File: config.mk
export PLATFORM = sky130hd
export DESIGN_NAME = utf8_stream_decoder
export DESIGN_NICKNAME = d
export VERILOG_FILES = /design/src/hw/rtl/utf8d_pkg.sv /design/src/hw/rtl/utf8d_decode.sv /design/src/hw/rtl/utf8_stream_decoder.sv
export SDC_FILE = /design/constraint.sdc
export NUM_CORES = 1
export LEC_CHECK = 0
export BUFFER_PORTS_ARGS = -buffer_cell sky130_fd_sc_hd__buf_2
export CORE_AREA = 4 4 134 136
export DETAILED_ROUTE_END_ITERATION = 6
export DIE_AREA = 0 0 138 140
export PLACE_DENSITY = 0.71
export SLEW_MARGIN = 20
export SYNTH_ARGS = -nofsm -noshare
export SYNTH_HDL_FRONTEND = slang
export SYNTH_HIERARCHICAL = 1
export SYNTH_SLANG_ARGS = --single-unit
File: constraint.sdc
create_clock -name clk -period 5.05 [get_ports clk]
set_input_delay 0.2525 -clock clk [delete_from_list [all_inputs] [get_ports clk]]
set_output_delay 0.2525 -clock clk [all_outputs]
set_load 0.005 [all_outputs]
File: src/hw/rtl/utf8d_pkg.sv
// Shared types and constants for the UTF-8 stream decoder.
// No dependencies; imported by the decode stage, the top level and the checker.
package utf8d_pkg;

  localparam logic [20:0] REPL_CHAR   = 21'h00FFFD;
  localparam int          QUEUE_DEPTH = 4;
  localparam int          QPTR_W      = $clog2(QUEUE_DEPTH);
  localparam int          QCNT_W      = $clog2(QUEUE_DEPTH + 1);

  typedef struct packed {
    logic [1:0]  remaining_count;
    logic [14:0] partial_code;
    logic [2:0]  taken_count;
  } dec_state_t;

  typedef struct packed {
    logic [20:0] code_point;
    logic        is_replacement;
    logic [2:0]  bytes_consumed;
    logic        last;
  } result_t;

endpackage

File: src/hw/rtl/utf8d_decode.sv
// Combinational decode of one byte against the open-sequence state.
// Depends on utf8d_pkg for the state and result types.
module utf8d_decode
  import utf8d_pkg::*;
(
  input  dec_state_t  st,
  input  logic [7:0]  in_byte,
  output dec_state_t  st_next,
  output result_t     res0,
  output result_t     res1,
  output logic [1:0]  res_count
);

  logic        seq_open;
  logic        is_cont;
  logic [20:0] code;
  logic [1:0]  rem_dec;
  logic [2:0]  taken_inc;
  logic        lead_has_res;
  result_t     lead_res;
  dec_state_t  lead_st;

  assign seq_open  = (st.remaining_count != 2'd0);
  assign is_cont   = (in_byte[7:6] == 2'b10);
  assign code      = {st.partial_code, in_byte[5:0]};
  assign rem_dec   = st.remaining_count - 2'd1;
  assign taken_inc = st.taken_count + 3'd1;

  // Treat the byte as the start of a new sequence.
  always_comb begin
    lead_has_res = 1'b0;
    lead_res     = '{code_point: REPL_CHAR, is_replacement: 1'b1,
                     bytes_consumed: 3'd1, last: 1'b1};
    lead_st      = '0;
    if (in_byte[7] == 1'b0) begin
      lead_has_res        = 1'b1;
      lead_res.code_point = {13'd0, in_byte};
      lead_res.is_replacement = 1'b0;
    end else if (in_byte inside {[8'hC0:8'hDF]}) begin
      lead_st = '{remaining_count: 2'd1, partial_code: {10'd0, in_byte[4:0]},
                  taken_count: 3'd1};
    end else if (in_byte inside {[8'hE0:8'hEF]}) begin
      lead_st = '{remaining_count: 2'd2, partial_code: {11'd0, in_byte[3:0]},
                  taken_count: 3'd1};
    end else if (in_byte inside {[8'hF0:8'hF7]}) begin
      lead_st = '{remaining_count: 2'd3, partial_code: {12'd0, in_byte[2:0]},
                  taken_count: 3'd1};
    end else begin
      // stray continuation or invalid lead
      lead_has_res = 1'b1;
    end
  end

  always_comb begin
    st_next   = lead_st;
    res0      = lead_res;
    res1      = lead_res;
    res_count = {1'b0, lead_has_res};
    if (seq_open && is_cont) begin
      res1 = lead_res;
      if (rem_dec == 2'd0) begin
        st_next   = '0;
        res0      = '{code_point: code, is_replacement: 1'b0,
                      bytes_consumed: taken_inc, last: 1'b1};
        res_count = 2'd1;
      end else begin
        st_next   = '{remaining_count: rem_dec, partial_code: code[14:0],
                      taken_count: taken_inc};
        res_count = 2'd0;
      end
    end else if (seq_open) begin
      // broken sequence: replacement first, then the byte as a new lead
      res0      = '{code_point: REPL_CHAR, is_replacement: 1'b1,
                    bytes_consumed: st.taken_count, last: !lead_has_res};
      res1      = lead_res;
      res_count = lead_has_res ? 2'd2 : 2'd1;
    end
  end

endmodule

File: src/hw/rtl/utf8_stream_decoder.sv
// Top level of the UTF-8 stream decoder: input register, state, result queue.
// Depends on utf8d_pkg and utf8d_decode.
//
// Takes one byte per cycle while in_stall is low and returns decoded code
// points, one result per cycle while out_stall is low. A byte is held in an
// input register, decoded there combinationally against the open sequence,
// and its results (none, one, or two for a broken sequence followed by an
// ASCII or invalid byte) go into a four-entry result queue that drives the
// output ports. They are written when the byte leaves the input register
// and reach the output behind any results already queued. Bytes flow at one
// per cycle as long as the queue has two free slots; since the output takes
// at most one result per cycle, bytes that yield two results fill the queue,
// and the input stalls once it backs up. Overlong forms and surrogates are
// passed through, and 4-byte leads can give values up to 0x1FFFFF.
module utf8_stream_decoder
  import utf8d_pkg::*;
(
  input  logic        clk,
  input  logic        rst,
  input  logic        in_valid,
  output logic        in_stall,
  input  logic [7:0]  in_byte,
  output logic        out_valid,
  input  logic        out_stall,
  output logic [20:0] code_point,
  output logic        is_replacement,
  output logic [2:0]  bytes_consumed,
  output logic        last
);

  logic              ibuf_valid;
  logic [7:0]        ibuf_byte;
  dec_state_t        st;
  dec_state_t        st_next;
  result_t           res0;
  result_t           res1;
  logic [1:0]        res_count;
  logic              consume;
  logic              pop;
  logic [1:0]        push_n;
  result_t           queue [QUEUE_DEPTH];
  logic [QPTR_W-1:0] wr_ptr;
  logic [QPTR_W-1:0] rd_ptr;
  logic [QCNT_W-1:0] count;
  logic [QCNT_W-1:0] count_next;
  result_t           head;

  utf8d_decode u_decode (
    .st        (st),
    .in_byte   (ibuf_byte),
    .st_next   (st_next),
    .res0      (res0),
    .res1      (res1),
    .res_count (res_count)
  );

  // Advance the input register only when the queue can take two results.
  assign consume  = ibuf_valid && (count <= QCNT_W'(QUEUE_DEPTH - 2));
  assign in_stall = ibuf_valid && !consume;
  assign push_n   = consume ? res_count : 2'd0;
  assign pop      = out_valid && !out_stall;
  assign count_next = count + QCNT_W'(push_n) - QCNT_W'(pop);

  always_ff @(posedge clk) begin
    if (rst) begin
      ibuf_valid <= 1'b0;
    end else if (!in_stall) begin
      ibuf_valid <= in_valid;
    end
  end

  always_ff @(posedge clk) begin
    if (!in_stall && in_valid) begin
      ibuf_byte <= in_byte;
    end
  end

  always_ff @(posedge clk) begin
    if (rst) begin
      st <= '0;
    end else if (consume) begin
      st <= st_next;
    end
  end

  always_ff @(posedge clk) begin
    if (rst) begin
      wr_ptr <= '0;
      rd_ptr <= '0;
      count  <= '0;
    end else begin
      wr_ptr <= wr_ptr + QPTR_W'(push_n);
      if (pop) begin
        rd_ptr <= rd_ptr + QPTR_W'(1);
      end
      count <= count_next;
    end
  end

  always_ff @(posedge clk) begin
    if (push_n != 2'd0) begin
      queue[wr_ptr] <= res0;
    end
    if (push_n == 2'd2) begin
      queue[wr_ptr + QPTR_W'(1)] <= res1;
    end
  end

  assign head           = queue[rd_ptr];
  assign out_valid      = (count != '0);
  assign code_point     = head.code_point;
  assign is_replacement = head.is_replacement;
  assign bytes_consumed = head.bytes_consumed;
  assign last           = head.last;

endmodule

# Word-level counts from Yosys, hierarchy flattened
# Memory sizes are Yosys's and may differ from the RTL's. A register that Yosys moved wholly into a read port is not among the register bits.
# Index checks and enable logic that the tools add are counted.
dict set report totals {
  output_inout_bits 28
  regBits 36
  ram_bits 104
  wordCells 66
  mem_count 1
  inputBits 12
}
# memory words width read_ports rd_clocked_by_memory_dff write_ports line_no
set memory_table {}
lappend memory_table {queue 4 26 1 1 2 utf8_stream_decoder.sv:41} ;# result_t queue [QUEUE_DEPTH];
dict set report classes {
  muxes 25
  n_lt_le_gt_ge 7
  addsub 7
  n_eq_ne 2
  reduce_logical 16
}
# operator n
set op_table {}
lappend op_table {{$mux W20} 6}
lappend op_table {{$mux W26} 2}
lappend op_table {{$ge A8 B8 Y1 const B} 3}
lappend op_table {{$le A8 B8 Y1 const B} 3}
lappend op_table {{$mux W21} 1}
lappend op_table {{$mux W17} 1}
lappend op_table {{$mux W2} 6}
lappend op_table {{$mux W1} 9}
lappend op_table {{$logic_and A1 B1 Y1} 8}
lappend op_table {{$add A2 B1 Y2 const B} 2}
lappend op_table {{$eq A2 B2 Y1 const B} 2}
lappend op_table {{$logic_not A1 Y1} 4}
lappend op_table {{$reduce_bool A2 Y1} 2}
lappend op_table {{$add A3 B1 Y3 const B} 1}
lappend op_table {{$add A3 B2 Y3} 1}
lappend op_table {{$le A3 B2 Y1 const B} 1}
lappend op_table {{$reduce_bool A3 Y1} 1}
lappend op_table {{$sub A3 B1 Y3} 1}
lappend op_table {{$add A2 B2 Y2} 1}
lappend op_table {{$logic_not A2 Y1} 1}
lappend op_table {{$sub A2 B1 Y2 const B} 1}

# Depth between registers and ports, before layout
# Gate-level depths: netlist of run 1.
dict set report logic_depth {
  ltp_word 13
  mapped_depth 14
  ltp_nobuf 13
}

# Modules after synthesis
# The synthesis of run 1 kept the hierarchy.
# mod area_each_um2 cells_per_inst n_inst seq_area_each_um2
set modules_own_cells {}
lappend modules_own_cells {utf8_stream_decoder 6648.9 421 1 3963.8}
lappend modules_own_cells {utf8d_decode 809.5 120 1 0.0}

# Worst setup path before layout of run 1
# No wires, ideal clock.
dict set report synth_path {
  path_kind {reg2reg}
  start {register ibuf_byte[7]}
  end {memory queue[1][0] in the netlist's numbering, enable pin}
  setup_time_ns 0.449
  path_stages_with_launch 8
  n_path_buf 0
  path_slack_ns 1.022
  t_required_ns 4.601
  t_arrival_ns 3.579
  synth_period_minus_slack_ns 4.028
  cell_sequence {edfxtp_1 nand2_1 a31o_2 ha_1 o21ai_0 nand2_1 nand2b_1 a211oi_1}
}
# item line_no
set synth_rtl {}
lappend synth_rtl {{start, declared} utf8_stream_decoder.sv:32} ;# logic [7:0] ibuf_byte;
lappend synth_rtl {{start signal, assigned} utf8_stream_decoder.sv:74} ;# ibuf_byte <= in_byte;
lappend synth_rtl {{end, declared} utf8_stream_decoder.sv:41}

==> results of run 1 <==
==> power groups by stage <==
stage          Sequential [mW]  Clock (mW)  Combinational [mW]
6_report                  1.44        1.16               0.637
3_3_place_gp              1.47           0               0.618
4_1_cts                   1.45        1.18               0.644
2_1_floorplan             1.41           0               0.501
5_1_grt                   1.46        1.23               0.702
3_5_place_dp              1.47           0               0.638
==> cell usage in the layout (no fill, tap or decap), types with 9 or more instances in the layout <==
master,instances
mux4_2,26
conb_1,9
mux2_2,85
and2_1,17
nor2b_1,12
or2_2,10
dfxtp_1,29
inv_1,14
mux2_4,20
o21ai_0,25
buf_4,11
buf_2,39
a21o_1,10
edfxtp_1,112
nor2_1,9
nand3_1,23
a21oi_1,28
nand2_1,10
clkbuf_16,17
==> worst max-delay path, cell delays in order (launching register included) <==
cell	delay, ps
dfxtp_1	370
inv_1	60
ha_1	310
inv_1	180
ha_1	160
a21boi_0	600
nor2b_1	370
nand4_2	520
buf_4	410
mux2_2	290
==> cells by family after synthesis <==
group,after synthesis,synth area share
AOI/OAI and AO/OA,77,0.0606
xor gates and xnor gates,3,0.00352
adders and majority gates,9,0.0161
buffers and inverters,68,0.0522
DFF,142,0.531
muxes,132,0.248
other,2,0.00101
and+or+nand+nor,108,0.0867
==> registers in the layout, indices dropped and copies added (netlist names), named ones only <==
register    count
count           3
ibuf_byte       8
ibuf_valid      1
queue         104
rd_ptr          2
st             20
wr_ptr          2
==> stage by stage <==
step | setup WS (ps) | util | total power, mW
2_1_floorplan | 1020 | - | 1.91
3_3_place_gp | 1650 | 0.457 | 2.08
3_5_place_dp | 1550 | 0.457 | 2.11
4_1_cts | 1540 | 0.493 | 3.27
5_1_grt | 1250 | 0.493 | 3.39
6_report | 1510 | 0.493 | 3.24
==> area by class of cell <==
| cell class | count | area share |
|---|---|---|
| Timing Repair Buffer | 56 | 0.0404 |
| Clock buffer | 22 | 0.0532 |
| Multi-Input combinational cell | 338 | 0.380 |
| Sequential cell | 142 | 0.475 |
| Tap cell | 225 | 0.0337 |
| Clock inverter | 10 | 0.0115 |
| Inverter | 14 | 0.00629 |
==> how the worst max path moves through the flow <==
| stage | endpoint | slack [ps] |
|---|---|---|
| floorplan | queue[1][0] | 1020 |
| global route | queue[1][15] | 1250 |
| finish | queue[1][9] | 1510 |
| global placement | queue[2][7] | 1650 |
| detailed placement | queue[1][9] | 1550 |
| CTS | queue[1][5] | 1540 |
==> routing by layer <==
metal / up-vias / GRT usage / share of wire
li1: 2068 / - / -
met1: 2243 / 0.212 / 0.44
met2: 132 / 0.284 / 0.50
met3: 13 / 0.0341 / 0.051
met4: 0 / 0.0525 / 0.011
met5: - / 0 / 0
==> key figures, run 1 <==
Clocking
  – CTS tree: done
  – Clock Pin Slew Worst Setup and Hold Paths: about 50 ps
  – Clock Sinks: 142
  – Depth of the CTS H-tree: 4
  – Worst-Skew Late Latency: 420 ps
  – Clk buf depth: 2
  – Setup Buffers After CTS: 0
  – Cells resized by post-CTS repair: 0
  – Post-CTS Hold Fix Bufs: 6
  – Num CTS Buffers: 17
  – CTS Root Cell: clkbuf_16

Final layout
  – Final #Nets: about 600
  – # diodes: 0
  – Post-Layout Cell Count: 807
  – Filler instances: 1466
  – Register area: 3970 um2
  – Multi-input logic area: roughly 3200 um2
  – Design area: ~8400 um2
  – Layout cell share with drive strength beyond 1: 0.395
  – Area Growth Syn to Fin: 12.0%

Placement
  – GPL Wtd Cong: 0.881
  – DP Cell Count: 769
  – Hpwl dp: 9620 um
  – DP Area: 7740 um2
  – Port bufs: 39

Worst setup path
  – CP endpoint kind: flop
  – Type of origin of the critical path: flop
  – Required time worst endpoint: 5220 ps
  – R2r worst-path depth: 9
  – R2R Path Start: st[18]
  – CP arrival: about 3700 ps
  – R2R Setup Slk: 1510 ps
  – End of the worst register-to-register path: queue[1][9]
  – Crit Path Max Fanout: 14
  – Crit path from: st[18]
  – Crit path kind: reg -> reg

Global routing
  – Vias in the first global route: 4577
  – Remaining global-route overflow: 0
  – Antenna violations before repair: 0
  – Gr usage total: 0.166
  – First-pass GRT wire length: 25100 um
  – Largest net degree at the start of global routing: 47

Yosys
  – Yosys top cell by area: edfxtp_1
  – Dominant synthesized flop cell: edfxtp_1
  – Yosys cell types: between 50 and 60
  – Post-synth EDFFs: approximately 110
  – Yosys synthesis warning count: 6
  – Average size of a mapped cell: 13.8 um2
  – Count leader, synth: edfxtp_1
  – Seq/Total Area, Yosys: 0.531
  – Leading post-synthesis cells by cell area: edfxtp_1 (45%), mux2_2 (13%), dfxtp_1 (8.1%)
  – Synthesized cell area: 7460 um2
  – Share of the synthesized area in the top cell type: 0.451
  – Post-Synthesis Cells: ~540
  – FFs w/ async S/R, synth: 0
  – Commonest cells in the netlist: edfxtp_1 (112), mux2_2 (85), dfxtp_1 (30)
  – #FFs+latches synth: about 140

Hold path
  – Hold path depth: 1
  – Hold EP: ibuf_byte[3]
  – Hold Crit Start: in_byte[3]
  – Hold Path Class: in -> reg

Pwr
  – P_leak: 3.01 nW
  – Flop pwr share: 0.446
  – Worst vdd ir: 244 uV
  – Net load switching power: approximately 850 uW
  – Comb pwr share: 0.197
  – Internal power: 2.39 mW
  – Clock Power Share: 0.358
  – Power Dens Cells: 388 nW/um2
  – Sw Share: 0.263

Detailed routing
  – Routed vias/inst: 5.52
  – Residual DRC: 0
  – DRT Pass-1 Iters: 5
  – Wirelength, routed: 15500 um
  – Antenna-violating nets left: 0
  – Initial DRC Count: 382
  – DR WL/cell: between 15 and 20 um
  – Via count: 4456

Floorplanning
  – Chip width: 138 um
  – Starting Density: 0.440
  – Num rows: 48
  – Die height: 140 um
  – Core ar.: ~17000 um2
  – I/O pins: 40
  – Die area: between 15000 and 20000 um2

Timing
  – Max Fclk: 0.283 GHz
  – Setup total negative slack: 0 ps
  – Hold Worst Slack: between 15 and 20 ps
  – Setup Viol. Count Final: 0
  – Least-Margin Pin Slew: 1040 ps
  – Max-slew violations: 0
  – Clock Skew: between 8 and 9 ps
  – Slew HR: 0.301
  – RSZ-0062 raised after global routing: no
  – Final worst-path cycle share: 0.700
  – Min Tclk post-route: 3540 ps
  – Hold Violations, Final: 0

Flow run
  – Max-Cap Viols: 0

Outcome
  – Status: finished clean
Note: power is estimated with default switching activity, not from simulation.
==> run 2: changes to the inputs <==
==> constraint.sdc (replaced) <==
create_clock -name clk -period 3.64 [get_ports clk]
set_input_delay 0.182 -clock clk [delete_from_list [all_inputs] [get_ports clk]]
set_output_delay 0.182 -clock clk [all_outputs]
set_load 0.005 [all_outputs]
==> key figures, run 2 (synthesis gave the netlist of run 1 again) <==
Pwr
  – Clock Power Share: 0.370
  – Total power: roughly 4.6 mW
  – Comb pwr share: 0.197
  – Net load switching power: 1.20 mW
  – Flop pwr share: 0.433
  – Power Dens Cells: about 540 nW/um2
  – Sw Share: 0.260
  – P_leak: 3.11 nW
  – Worst vdd ir: 348 uV
  – Internal power: 3.41 mW

Timing
  – Max-slew violations: 0
  – Hold Violations, Final: 0
  – Final worst-path cycle share: 0.876
  – Least-Margin Pin Slew: about 700 ps
  – Setup total negative slack: 0 ps
  – Min Tclk post-route: 3190 ps
  – Clock Skew: around 7.9 ps
  – Max Fclk: 0.314 GHz
  – Setup Viol. Count Final: 0
  – RSZ-0062 raised after global routing: no
  – Hold Worst Slack: 101 ps
  – Slew HR: 0.535

Worst setup path
  – Buffers & Inverters on Critical Path: 2
  – Top delay family on crit path: simple AND/OR/NAND/NOR gates
  – R2r worst-path depth: 9
  – Crit path kind: reg -> reg
  – Worst path slowest cell: or4_4
  – Max incr delay on CP: 780 ps
  – Crit Path Max Fanout: 26
  – Crit path from: st[18]
  – CP endpoint kind: flop
  – R2R Path Start: st[18]
  – Required time worst endpoint: ~3800 ps
  – Ordered cell list for the critical path: inv_1 -> ha_1 -> inv_1 -> ha_1 -> o21ai_0 -> nand2_1 -> nand2b_1 -> or4_4 -> mux2_4
  – Type of origin of the critical path: flop
  – CP arrival: 3360 ps
  – WP depth: 9

Global routing
  – Antenna violations before repair: 0
  – Largest net degree at the start of global routing: 55
  – First-pass GRT wire length: about 25000 um
  – Gr usage total: 0.166
  – Vias in the first global route: 4622
  – Remaining global-route overflow: 0

Detailed routing
  – Wirelength, routed: 15300 um
  – Routed vias/inst: around 5.5
  – Via count: 4468
  – DR WL/cell: 18.7 um
  – Initial DRC Count: 288
  – DRT Pass-1 Iters: 5
  – Residual DRC: 0
  – Antenna-violating nets left: 0

Clocking
  – Post-CTS Hold Fix Bufs: 9
  – CTS tree: done
  – CTS Root Cell: clkbuf_16
  – Clock Sinks: 142
  – Setup Buffers After CTS: 0
  – Clock Pin Slew Worst Setup and Hold Paths: 60 ps
  – Cells resized by post-CTS repair: 0
  – Num CTS Buffers: 17
  – Worst-Skew Late Latency: between 400 and 500 ps
  – Clk buf depth: 2
  – Depth of the CTS H-tree: 4

Placement
  – GPL Wtd Cong: 0.842
  – Port bufs: 39
  – Hpwl dp: a little under 10000 um

Floorplanning
  – Chip width: around 140 um
  – Die area: 19300 um2
  – I/O pins: 40
  – Core ar.: about 17000 um2
  – Starting Density: 0.440
  – Num rows: 48
  – Die height: 140 um

Flow run
  – Max-Cap Viols: 0

Final layout
  – Layout cell share with drive strength beyond 1: 0.416
  – Commonest non-fill, non-tap cells in the layout: edfxtp_1 (112), mux2_2 (85), buf_2 (39)
  – Filler instances: ~1500
  – Leading cell type in the layout, fill and taps excluded: edfxtp_1
  – Biggest regs: queue: 104 flops, st: 20 flops, ibuf_byte: 8 flops
  – Final #Nets: 602
  – Biggest register: queue
  – Area Growth Syn to Fin: 14.2%
  – # diodes: 0
  – Max FFs per register: 104

Outcome
  – Status: finished clean

Hold path
  – Hold path depth: 3
  – Hold Path Class: in -> reg
  – Hold Crit Start: out_stall
==> run 2: changes by cell type in the layout (fill, tap and decap cells not counted) <==
cell           before  now
clkbuf_1            5    2
buf_4              11   20
nor3_2              3    1
bufinv_16           2    0
clkbuf_16          17   18
clkinv_1            5    0
nor3_4              0    2
clkbuf_8            0    9
inv_4               0    1
dlygate4sd3_1       6    9
clkinvlp_4          1    0
==> run 2: stage by stage <==
stage	setup WS, ps	std cells	instance area [um2]	util
floorplan	-388	548	7490	-
global placement	591	778	7820	0.462
detailed placement	505	778	7820	0.462
CTS	487	819	8510	0.503
global route	253	819	8520	0.503
finish	450	819	8520	0.503
==> run 2: final cells by class <==
cell class,instances,area [um2],share of cell area
sequential,142,3970,0.466
multi-input combinational,338,3180,0.374
clock buffer,29,582,0.0683
timing repair buffer,68,435,0.0511
tap,225,282,0.0330
inverter,14,52.6,0.00617
clock inverter,3,16.3,0.00191
==> run 2: path summary, 6_finish.rpt <==
path	endpoint	slack [ps]
setup / recovery	queue[0][7]	450
hold / removal	rd_ptr[0]	100
setup reg to reg	queue[0][7]	450
hold reg to reg	st[12]	480
==> run 2: tightest hold or removal path: stages <==
cell     delay (ps)
buf_2           110
or3_1           120
a21oi_1          60
==> run 2: routing by layer <==
metal | up-vias | global-route usage | wire (um)
met5 | - | 0 | 0
met3 | 23 | 0.0389 | 666
li1 | 2103 | - | -
met1 | 2257 | 0.215 | 6700
met2 | 85 | 0.276 | 7740
met4 | 0 | 0.0536 | 229
==> run 2: power by group through the flow <==
stage	logic (mW)	registers (mW)	clock network, mW
after detailed placement	0.901	2.03	0
after global routing	1.00	2.02	1.80
final	0.905	1.99	1.71
after CTS	0.913	2.00	1.73
after global placement	0.880	2.03	0
after floorplan	0.698	1.95	0
==> run 3: changes to the inputs <==
--- a/config.mk
+++ b/config.mk
@@ -5,11 +5,13 @@
 export SDC_FILE = /design/constraint.sdc
 export NUM_CORES = 1
 export LEC_CHECK = 0
+export ABC_AREA = 1
 export BUFFER_PORTS_ARGS = -buffer_cell sky130_fd_sc_hd__buf_2
-export CORE_AREA = 4 4 134 136
+export CORE_AREA = 4 4 140 142
 export DETAILED_ROUTE_END_ITERATION = 6
-export DIE_AREA = 0 0 138 140
+export DIE_AREA = 0 0 144 146
 export PLACE_DENSITY = 0.71
+export REMOVE_ABC_BUFFERS = 1
 export SLEW_MARGIN = 20
 export SYNTH_ARGS = -nofsm -noshare
 export SYNTH_HDL_FRONTEND = slang
==> key figures, run 3 <==
Clocking
  – Worst-Skew Late Latency: 420 ps
  – CTS tree: done
  – CTS Root Cell: clkbuf_16
  – Depth of the CTS H-tree: 4
  – Clock Sinks: 142
  – Post-CTS Hold Fix Bufs: 8
  – Num CTS Buffers: 17
  – Setup Buffers After CTS: 0
  – Clk buf depth: 2
  – Clock Pin Slew Worst Setup and Hold Paths: 60 ps
  – Cells resized by post-CTS repair: 0

Hold path
  – Hold Path Class: in -> reg

Yosys
  – Post-Synthesis Cells: 967
  – Count leader, synth: nand2_1
  – Post-synth EDFFs: 112
  – Yosys synthesis warning count: 6
  – Dominant synthesized flop cell: edfxtp_1
  – Synthesized cell area: between 8000 and 9000 um2
  – FFs w/ async S/R, synth: 0
  – Yosys cell types: 31
  – Commonest cells in the netlist: nand2_1 (165), nor2_1 (125), nand3_1 (119)
  – #FFs+latches synth: 142
  – Share of the synthesized area in the top cell type: 0.411
  – Leading post-synthesis cells by cell area: edfxtp_1 (41%), o21bai_1 (9.5%), nand2_1 (7.6%)
  – Yosys top cell by area: edfxtp_1
  – Seq/Total Area, Yosys: 0.484
  – Average size of a mapped cell: 8.46 um2

Pwr
  – Worst vdd ir: approximately 360 uV
  – P_leak: 3.45 nW
  – Total power: 5.46 mW
  – Power Dens Cells: 601 nW/um2

Global routing
  – Met3 Usage GRT: 0.0315
  – GR peak layer: met2
  – Gr usage total: 0.201
  – Met1 usage: 0.274
  – Remaining global-route overflow: 0
  – Met2 Track Usage GR: 0.330
  – Vias in the first global route: ~6500
  – Antenna violations before repair: 0
  – Largest net degree at the start of global routing: between 100 and 150
  – First-pass GRT wire length: approximately 34000 um

Timing
  – Min Tclk post-route: 2770 ps
  – Setup total negative slack: 0 ps
  – RSZ-0062 raised after global routing: no
  – Max Fclk: between 0.3 and 0.4 GHz
  – Clock Skew: 10.5 ps
  – Hold Violations, Final: 0
  – Setup Viol. Count Final: 0
  – Max-slew violations: 0
  – Final worst-path cycle share: 0.762
  – Least-Margin Pin Slew: 773 ps
  – Setup ws final: 868 ps
  – Slew HR: 0.483

Worst setup path
  – Max incr delay on CP: 460 ps
  – CP endpoint kind: flop
  – Most used cell, CP: nand2_1
  – Crit path kind: reg -> reg
  – CP arrival: about 2900 ps
  – Ordered cell list for the critical path: nand2_1 -> inv_1 -> o21ai_0 -> ha_1 -> nand2_1 -> nand2_1 -> inv_1 -> a21oi_1 -> nand2_1 -> o21ai_2 -> buf_4
  – Worst path slowest cell: edfxtp_1
  – Crit Path Max Fanout: 20
  – Type of origin of the critical path: flop
  – Required time worst endpoint: 3720 ps

Final layout
  – Area Growth Syn to Fin: 10.9%
  – Max FFs per register: 104
  – Biggest register: queue
  – Leading cell type in the layout, fill and taps excluded: nand2_1
  – Register area: 3960 um2
  – Biggest regs: queue: 104 flops, st: 20 flops, ibuf_byte: 8 flops
  – Commonest non-fill, non-tap cells in the layout: nand2_1 (165), nor2_1 (125), nand3_1 (119)
  – Core Util, Final: 0.492
  – Final #Nets: 994
  – Filler instances: around 1700
  – Design area: 9080 um2
  – Multi-input logic area: 3470 um2
  – # diodes: 0
  – Layout cell share with drive strength beyond 1: 0.118

Detailed routing
  – Antenna-violating nets left: 0
  – DR WL/cell: 17.0 um
  – Initial DRC Count: 825
  – DRT Pass-1 Iters: 5
  – Residual DRC: 0
  – Routed vias/inst: 5.54
  – Wirelength, routed: roughly 21000 um
  – Via count: around 6800

Placement
  – Port bufs: 39
  – GPL Wtd Cong: 0.848
  – Pre-CTS setup slack: 875 ps
  – Hpwl dp: 12100 um
  – DP Area: 8360 um2

Floorplanning
  – Die area: 21000 um2
  – Chip width: 144 um
  – Starting Density: 0.443
  – Die height: 146 um
  – Core ar.: between 15000 and 20000 um2
  – Num rows: 50
  – I/O pins: 40

Flow run
  – Max-Cap Viols: 0

Outcome
  – Status: finished clean
==> run 3: cell types whose count changed in the layout (fill, tap and decap cells not counted), moves of 54 or more <==
cell and change:
nand2_1 +155, nor2_1 +116, mux2_2 -85, nand3_1 +96, o21bai_1 +103, o21ai_0 +54
==> run 3: final cells by class <==
| class | count | area share |
|---|---|---|
| clock buffers | 17 | 0.0469 |
| multi-input cells | 670 | 0.382 |
| flip-flops and latches | 142 | 0.437 |
| clock inverters | 15 | 0.0232 |
| inverters | 75 | 0.0310 |
| repair buffers | 67 | 0.0482 |
| well taps | 234 | 0.0322 |
==> run 3: where the power goes <==
part | switching, mW | internal [mW] | total (mW)
sequential | 0.0803 | 1.96 | 2.04
clock | 0.704 | 1.16 | 1.86
combinational | 1.05 | 0.511 | 1.56
total | 1.83 | 3.63 | 5.46
==> run 3: routing by layer <==
| layer | share of wire | vias to the layer above |
|---|---|---|
| met5 | 0 | - |
| met4 | 0.012 | 0 |
| met3 | 0.070 | 24 |
| met2 | 0.49 | 257 |
| met1 | 0.42 | 3206 |
| li1 | - | 3272 |
==> run 3: worst max-delay path: cells and delay by family (launching register included) <==
kind / cells / cell delay, ps
AND/OR/NAND/NOR: 4 / 390
flip-flops: 1 / 460
adder cells (fa/ha/maj): 1 / 300
AO/OA/AOI/OAI: 3 / 640
buffers and inverters: 3 / 620
==> run 3: worst paths after layout <==
path | from | endpoint | slack [ps] | depth (start not counted)
max | ibuf_byte[6] | queue[0][13] | 870 | 11
min | in_valid | ibuf_valid | 20 | 3
max reg2reg | ibuf_byte[6] | queue[0][13] | 870 | 11
min reg2reg | st[13] | st[13] | 490 | 2
==> run 3: cells by family (layout without fill, tap and decap cells) <==
logic type,Yosys count,after routing,synth area share
AND/OR/NAND/NOR,422,422,0.223
adder cells (fa/ha/maj),9,9,0.0147
XOR/XNOR,4,4,0.00428
AO/OA/AOI/OAI,226,226,0.176
other,2,9,0.000918
buffers and inverters,162,174,0.0969
flip-flops,142,142,0.484
==> run 3: metrics by stage <==
step,hold WS (ps),instances
detailed placement,361,1180
floorplan,251,887
global placement,360,1180
global route,27.0,1220
finish,17.4,1220
CTS,15.6,1220
